### src/rrc_pkg.sv
// Shared types and constants for the ringtone record checker.
// No dependencies; imported by every module of the block.
`timescale 1ns / 1ps

package rrc_pkg;

    // Result status codes
    typedef enum logic [3:0] {
        ST_OK           = 4'd0,
        ST_SEPARATOR    = 4'd1,
        ST_NO_HASH      = 4'd2,
        ST_BAD_DIGIT    = 4'd3,
        ST_NAME         = 4'd4,
        ST_TEMPO        = 4'd5,
        ST_ARTICULATION = 4'd6,
        ST_NO_NOTES     = 4'd7,
        ST_NOTE         = 4'd8,
        ST_LENGTH       = 4'd9,
        ST_OVERFLOW     = 4'd10
    } status_t;

    // Tempo codes
    localparam logic [2:0] TEMPO_ADG = 3'd0;
    localparam logic [2:0] TEMPO_AND = 3'd1;
    localparam logic [2:0] TEMPO_MDR = 3'd2;
    localparam logic [2:0] TEMPO_ALL = 3'd3;
    localparam logic [2:0] TEMPO_PRS = 3'd4;

    // Special characters
    localparam logic [7:0] CH_SEPARATOR = 8'h3B;
    localparam logic [7:0] CH_END_MARK  = 8'hFF;
    localparam logic [7:0] CH_HASH      = 8'h23;

    // Character ranges (DIGIT and NAME bounds exclusive, NOTE_MAX and LEN_MAX inclusive)
    localparam logic [7:0] DIGIT_LO = 8'd47;
    localparam logic [7:0] DIGIT_HI = 8'd58;
    localparam logic [7:0] ZERO_CH  = 8'd48;
    localparam logic [7:0] NAME_LO  = 8'd33;
    localparam logic [7:0] NAME_HI  = 8'd126;
    localparam logic [7:0] NOTE_MAX = 8'd32;
    localparam logic [7:0] LEN_MAX  = 8'd6;

    // Header layout
    localparam int P_HASH    = 0;
    localparam int P_DIGIT   = 1;
    localparam int P_SEP0    = 2;
    localparam int P_NAME0   = 3;
    localparam int P_NAME7   = 10;
    localparam int P_SEP1    = 11;
    localparam int P_TEMPO0  = 12;
    localparam int P_TEMPO1  = 13;
    localparam int P_TEMPO2  = 14;
    localparam int P_SEP2    = 15;
    localparam int P_ART0    = 16;
    localparam int P_ART1    = 17;
    localparam int P_SEP3    = 18;
    localparam int P_NOTES   = 19;

    // Check flag bit positions
    localparam int F_SEP   = 0;
    localparam int F_HASH  = 1;
    localparam int F_DIGIT = 2;
    localparam int F_NAME  = 3;
    localparam int F_TEMPO = 4;
    localparam int F_ART   = 5;
    localparam int F_NOTE  = 6;
    localparam int F_LEN   = 7;
    localparam int NUM_FLAGS = 8;

    // One result item
    typedef struct packed {
        status_t    status;
        logic [3:0] slot;
        logic [2:0] tempo;
        logic       staccato;
        logic [5:0] end_position;
    } result_t;

endpackage

### src/rrc_out_stage.sv
// Result register of the ringtone record checker.
// Depends on rrc_pkg; holds one result until the receiving side takes it.
`timescale 1ns / 1ps

module rrc_out_stage
    import rrc_pkg::*;
(
    input  logic    clk,
    input  logic    rst_n,
    input  logic    load,
    input  result_t res_in,
    output logic    free,
    output logic    out_valid,
    input  logic    out_stall,
    output result_t res_out
);

    logic    valid_reg;
    logic    valid_next;
    result_t res_reg;

    // Register may take a new result once empty or being drained
    assign free = !valid_reg || !out_stall;

    always_comb
    begin
        if (load)           valid_next = 1'b1;
        else if (out_stall) valid_next = valid_reg;
        else                valid_next = 1'b0;
    end

    always_ff @(posedge clk or negedge rst_n)
    begin
        if (!rst_n)
        begin
            valid_reg <= 1'b0;
        end
        else
        begin
            valid_reg <= valid_next;
        end
    end

    // Result payload
    always_ff @(posedge clk)
    begin
        if (load)
        begin
            res_reg <= res_in;
        end
    end

    assign out_valid = valid_reg;
    assign res_out   = res_reg;

endmodule

### config.mk
export PLATFORM = sky130hd
export DESIGN_NAME = rrc_out_stage
export DESIGN_NICKNAME = d
export VERILOG_FILES = /design/src/rrc_pkg.sv /design/src/rrc_out_stage.sv
export SDC_FILE = /design/constraint.sdc
export NUM_CORES = 1
export LEC_CHECK = 0
export ABC_AREA = 1
export BUFFER_PORTS_ARGS = -buffer_cell sky130_fd_sc_hd__buf_2
export CORE_ASPECT_RATIO = 1.1
export CORE_MARGIN = 2
export CORE_UTILIZATION = 37
export CTS_CLUSTER_SIZE = 40
export DETAILED_ROUTE_END_ITERATION = 8
export PLACE_DENSITY = 0.74
export SLEW_MARGIN = 20
export SYNTH_ARGS = -nofsm -noshare
export SYNTH_HDL_FRONTEND = slang
export SYNTH_SLANG_ARGS = --single-unit
### constraint.sdc
create_clock -name clk -period 0.8 [get_ports clk]
set_input_delay 0 -clock clk [delete_from_list [all_inputs] [get_ports clk]]
set_output_delay 0 -clock clk [all_outputs]
set_load 0.01 [all_outputs]
==> out/qor.txt, run 1 <==
Synth area leaders - edfxtp_1 93%, dfrtp_1 4.3%, nand2_2 2.2%
antenna diode instance count - 0
layout cell share with drive strength beyond 1 - 0.5393
CP Launch Type - flop
initial drt markers - 13
Mapped Area - 581.8 um^2
Finish-stage setup viols - 14
Yosys top cell by area - edfxtp_1
critical-path cell with the highest stage delay - dfrtp_1
Comb power frac - 0.148
area of the multi-input gates - 12.51 um^2
Design Area, Final - 1056 um^2
core area - 1520 um^2
CTS root buf - clkbuf_4
clk_skew - 0 ns
switching power total - 0.3981 mW
minimum clock period - 0.8627 ns
gr ovfl total - 0
sequential share of power - 0.620
commonest cells in the netlist - 18 x edfxtp_1, 2 x nand2_2, 1 x dfrtp_1, 1 x inv_1
DP Area - 808.3 um^2
fin crit share - 1.078
critical path's top delay family - flip-flops
CP max FO - 2
DRC viols - 0
Slew Limit Fails - 0
switching share of power - 0.2063
Fin Hold WS - 0.1522 ns
warnings from Yosys - 0
First-pass DRT Iterations - 4
Fin. Hold Viols - 0
Vias - 479
maximum root-to-sink buffer count - 2
Relative slew margins - 0.7451
count leader, synth - edfxtp_1
PD cells - 1828 nW/um^2
worst path bufs/invs - 1
min-delay worst type - in -> reg
CP Data Arrival Time - 0.86 ns
Leak Pwr - 0.4687 nW
TritonCTS Buffers - 3
ys flop type - edfxtp_1
Tightest Pin Transition - 0.3823 ns
Filler Cell Count - 103
EDFF count, synth - 18
endpoint class of the critical path - output pin
Final #Nets - 112
crit path cell chain - nand2_2 > buf_6
Seq/Total Area, Yosys - 0.9720
Max H-tree Level - 1
failing checks - setup timing
I/O Pins - 42
storage element area - 565.5 um^2
Unique masters post-synth - 4
Starting Density - 0.3827
RD Place Congestion - 0.6130
Routed WL - 1.468 mm
Syn Inst Count - 22
final cell count without fillers - 106
internal power - 1.532 mW
Synth Register Bits - 19
RSZ-0062 raised after global routing - yes
Peak supply drop - 1.010 mV
Max Cap Violations - 0
initial antenna violation count - 0
I/O Buffers - 41
first-pass GRT wire length - 2.111 mm
CP Class - reg -> out
share of Yosys cell area claimed by the top area cell type - 0.9290
Rows - 15
die area - 1906 um^2
GRT Overall Usage - 0.1620
Die H - 45.59 um
die width - 41.81 um
clock power share - 0.232
Cells after DPL - 80
Max Fclk - 1159 MHz
Data required, critical path - 0.80 ns
status - complete, but fails checks
synth-to-layout area growth - 81.50%
vias in the first global route - 507
vias per inst - 4.519
Post-synth ARST share - 0.05263
final worst setup slack - -0.06270 ns
Clock Pin Slew Worst Setup and Hold Paths - 0.09 ns
Final Core Density - 0.6947
Avg Inst Size Synth - 26.45 um^2
mean routed wirelength per cell - 13.85 um
clock latency at the later pin of the worst-skew pair - 0.28 ns
post-route ant nets - 0
syn nets - 44
Clock Sink Count - 19
clock tree from TritonCTS - done
largest net degree at the start of global routing - 20
CP max stage delay - 0.40 ns
-- registers in the layout, indices dropped and copies added, names as in the netlist --
signal / count
res_out: 18
out_valid: 1
-- power groups by stage --
stage / clock network, mW / registers (mW) / logic (mW)
finish: 0.447 / 1.20 / 0.286
global route: 0.504 / 1.20 / 0.308
CTS: 0.479 / 1.20 / 0.276
detailed placement: 0 / 1.22 / 0.192
global placement: 0 / 1.21 / 0.188
floorplan: 0 / 1.26 / 0.00855
-- routing by layer --
layer	up-vias	share of wire	track usage
met2	28	0.57	0.3188
met3	6	0.054	0.02381
met1	227	0.34	0.1631
met4	0	0.030	0.09677
met5	-	0	0
li1	218	-	-
-- worst paths after layout --
check | startpoint | end | slack, ns | depth (start not counted)
max in group asynchronous | rst_n | out_valid$_DFFE_PN0P_ | 0.13 | 3
worst min register to register | out_valid$_DFFE_PN0P_ | out_valid$_DFFE_PN0P_ | 0.74 | 4
worst max-delay path | out_valid$_DFFE_PN0P_ | free | -0.06 | 2
worst max register to register | out_valid$_DFFE_PN0P_ | out_valid$_DFFE_PN0P_ | -0.01 | 4
min in group asynchronous | rst_n | out_valid$_DFFE_PN0P_ | 0.58 | 3
worst min-delay path | load | res_out[11]$_DFFE_PP_ | 0.15 | 1
-- cells by family after synthesis --
group                  count (synthesis)  share of synthesized area
and+or+nand+nor                        2                    0.02150
DFF                                   19                     0.9720
buffers and inverters                  1                   0.006445
-- layout make-up --
cell class	count	area share
Multi-Input combinational cell	2	0.01185
Tap cell	17	0.02014
Timing Repair Buffer	63	0.4040
Inverter	1	0.003555
Clock buffer	4	0.02488
Sequential cell	19	0.5355
-- repair_timing --
action | CTS | global route
hold endpoints to repair | 19 | 0
setup buffers | 1 | 1
hold buffers | 20 | 0
gates resized for setup | 1 | 0
gates cloned | 0 | 0
setup endpoints to repair | 19 | 20
pin swaps | 1 | 1
-- layout by cell type (no fill, tap or decap) --
cell type	netlist	routed
inv_1	1	1
clkbuf_1	0	1
nand2_2	2	2
edfxtp_1	18	18
buf_6	0	1
clkbuf_4	0	3
buf_2	0	40
dfrtp_1	1	1
buf_4	0	2
dlygate4sd3_1	0	20
-- worst register-to-register path, stage by stage, from the launching register on --
cell	delay (ns)
dfrtp_1	0.40
nand2_2	0.08
buf_4	0.11
buf_4	0.09
nand2_2	0.03
-- per-stage QoR --
step           power [mW]  TNS, ns  setup slack [ns]
2_1_floorplan       1.270        0            0.1366
3_3_place_gp        1.403        0            0.1165
3_5_place_dp        1.411        0           0.09657
4_1_cts             1.952  -0.5411          -0.07954
5_1_grt             2.017   -1.122           -0.1146
6_report            1.930  -0.2711          -0.06270
Power figures use the tool's default switching activity.
==> inputs of run 2 (changes only) <==
--- a/config.mk
+++ b/config.mk
@@ -9,10 +9,11 @@
 export BUFFER_PORTS_ARGS = -buffer_cell sky130_fd_sc_hd__buf_2
 export CORE_ASPECT_RATIO = 1.1
 export CORE_MARGIN = 2
-export CORE_UTILIZATION = 37
+export CORE_UTILIZATION = 40
 export CTS_CLUSTER_SIZE = 40
 export DETAILED_ROUTE_END_ITERATION = 8
-export PLACE_DENSITY = 0.74
+export PLACE_DENSITY = 0.79
+export RECOVER_POWER = 50
 export SLEW_MARGIN = 20
 export SYNTH_ARGS = -nofsm -noshare
 export SYNTH_HDL_FRONTEND = slang
==> constraint.sdc (replaced) <==
create_clock -name clk -period 1 [get_ports clk]
set_input_delay 0 -clock clk [delete_from_list [all_inputs] [get_ports clk]]
set_output_delay 0 -clock clk [all_outputs]
set_load 0.01 [all_outputs]
==> run 2 against run 1 <==
Effect of this change:
- the flow now finishes without violations
- register-to-register slack improved by 0.41 ns
- cell area is 2.3% lower
- non-clock buffer count fell by 2
- power fell by 21%
- highest routed layer unchanged
==> out/qor.txt, run 2 (same netlist as run 1, synthesis figures left out) <==
gr ovfl total - 0
antenna diode instance count - 0
synth-to-layout area growth - 77.42%
endpoint class of the critical path - output pin
initial drt markers - 9
Tightest Pin Transition - 0.9096 ns
vias in the first global route - 394
final worst setup slack - 0.1313 ns
crit path cell chain - nand2_2 > buf_2
Clock Sink Count - 19
most frequent cells in the layout - 40 x buf_2, 20 x dlygate4sd3_1, 18 x edfxtp_1
core area - 1366 um^2
first-pass GRT wire length - 1.628 mm
status - completed
vias per inst - 4.175
max reg flops - 18
worst slack at placement - 0.3001 ns
Clock Pin Slew Worst Setup and Hold Paths - 0.10 ns
clock power share - 0.235
Resized Gates After CTS - 0
Starting Density - 0.4258
Fin Hold WS - 0.03337 ns
I/O Pins - 42
Die H - 44 um
maximum root-to-sink buffer count - 2
CTS root buf - clkbuf_4
switching power total - 0.3073 mW
area of the multi-input gates - 12.51 um^2
RD Place Congestion - 0.6723
Finish-stage setup viols - 0
initial antenna violation count - 0
CP Class - reg -> out
Rows - 14
layout cell share with drive strength beyond 1 - 0.5172
Leak Pwr - 0.4542 nW
Routed WL - 1.149 mm
die width - 40.37 um
GRT Overall Usage - 0.1430
Max H-tree Level - 1
worst flop-to-flop path endpoint - out_valid$_DFFE_PN0P_
Peak supply drop - 1.154 mV
sequential share of power - 0.626
switching share of power - 0.2019
post-route ant nets - 0
Filler Cell Count - 97
CP Launch Type - flop
storage element area - 565.5 um^2
CP max stage delay - 0.40 ns
total negative setup slack - 0 ns
Worst R2R Start - out_valid$_DFFE_PN0P_
Slew Limit Fails - 0
PD cells - 1474 nW/um^2
minimum clock period - 0.8687 ns
R2R depth - 2
mean routed wirelength per cell - 11.16 um
clock latency at the later pin of the worst-skew pair - 0.28 ns
commonest non-fill, non-tap cell in the layout - buf_2
First-pass DRT Iterations - 4
internal power - 1.215 mW
Setup Fix Bufs, Post-CTS - 0
Vias - 430
min-delay worst type - in -> async
Max Cap Violations - 0
Fin. Hold Viols - 0
DRC viols - 0
clk_skew - 0 ns
Comb power frac - 0.139
die area - 1776 um^2
Data required, critical path - 1.00 ns
CP Data Arrival Time - 0.87 ns
fin crit share - 0.8687
Max Fclk - 1151 MHz
Relative slew margins - 0.3936
Final #Nets - 110
clock tree from TritonCTS - done
CP max FO - 2
critical-path cell with the highest stage delay - dfrtp_1
RSZ-0062 raised after global routing - no
I/O Buffers - 41
post-cts hold buffer count - 20
TritonCTS Buffers - 3
R2R Setup Slk - 0.40 ns
largest net degree at the start of global routing - 20
run 2: worst max path at each step:
stage	start	endpoint	slack, ns
finish	out_valid$_DFFE_PN0P_	free	0.13
global route	out_valid$_DFFE_PN0P_	free	0.08
CTS	out_valid$_DFFE_PN0P_	free	0.12
detailed placement	load	res_out[14]$_DFFE_PP_	0.30
global placement	load	res_out[1]$_DFFE_PP_	0.33
floorplan	out_valid$_DFFE_PN0P_	out_valid$_DFFE_PN0P_	0.34
run 2: layout make-up:
type,count,share of cell area
clock buffer,4,0.02545
inverter,1,0.003636
tap,16,0.01939
sequential,19,0.5479
multi-input combinational,2,0.01212
timing repair buffer,61,0.3915
run 2: worst max-delay path: cells and delay by family (launching register included):
kind / cells / cell delay, ns
buffers and inverters: 1 / 0.12
DFF: 1 / 0.40
and+or+nand+nor: 1 / 0.07
run 2: routing by layer:
layer | wire [um] | vias up | global-route usage
li1 | - | 213 | -
met1 | 407 | 188 | 0.1336
met2 | 630 | 27 | 0.2730
met3 | 105 | 2 | 0.04615
met4 | 5 | 0 | 0.04000
met5 | 0 | - | 0
run 2: metrics by stage:
step	cells	area, um^2	util	power (mW)
after floorplan	22	581.8	-	1.016
after global placement	79	807.0	0.5907	1.119
after detailed placement	79	807.0	0.5907	1.123
after CTS	103	1033	0.7564	1.538
after global routing	103	1032	0.7555	1.595
final	103	1032	0.7555	1.522
run 2: power by group through the flow:
| stage | Combinational, mW | Sequential, mW | Clock [mW] |
|---|---|---|---|
| 6_report | 0.211 | 0.952 | 0.358 |
| 4_1_cts | 0.212 | 0.952 | 0.374 |
| 5_1_grt | 0.232 | 0.958 | 0.404 |
| 3_3_place_gp | 0.151 | 0.968 | 0 |
| 2_1_floorplan | 0.00684 | 1.01 | 0 |
| 3_5_place_dp | 0.153 | 0.970 | 0 |
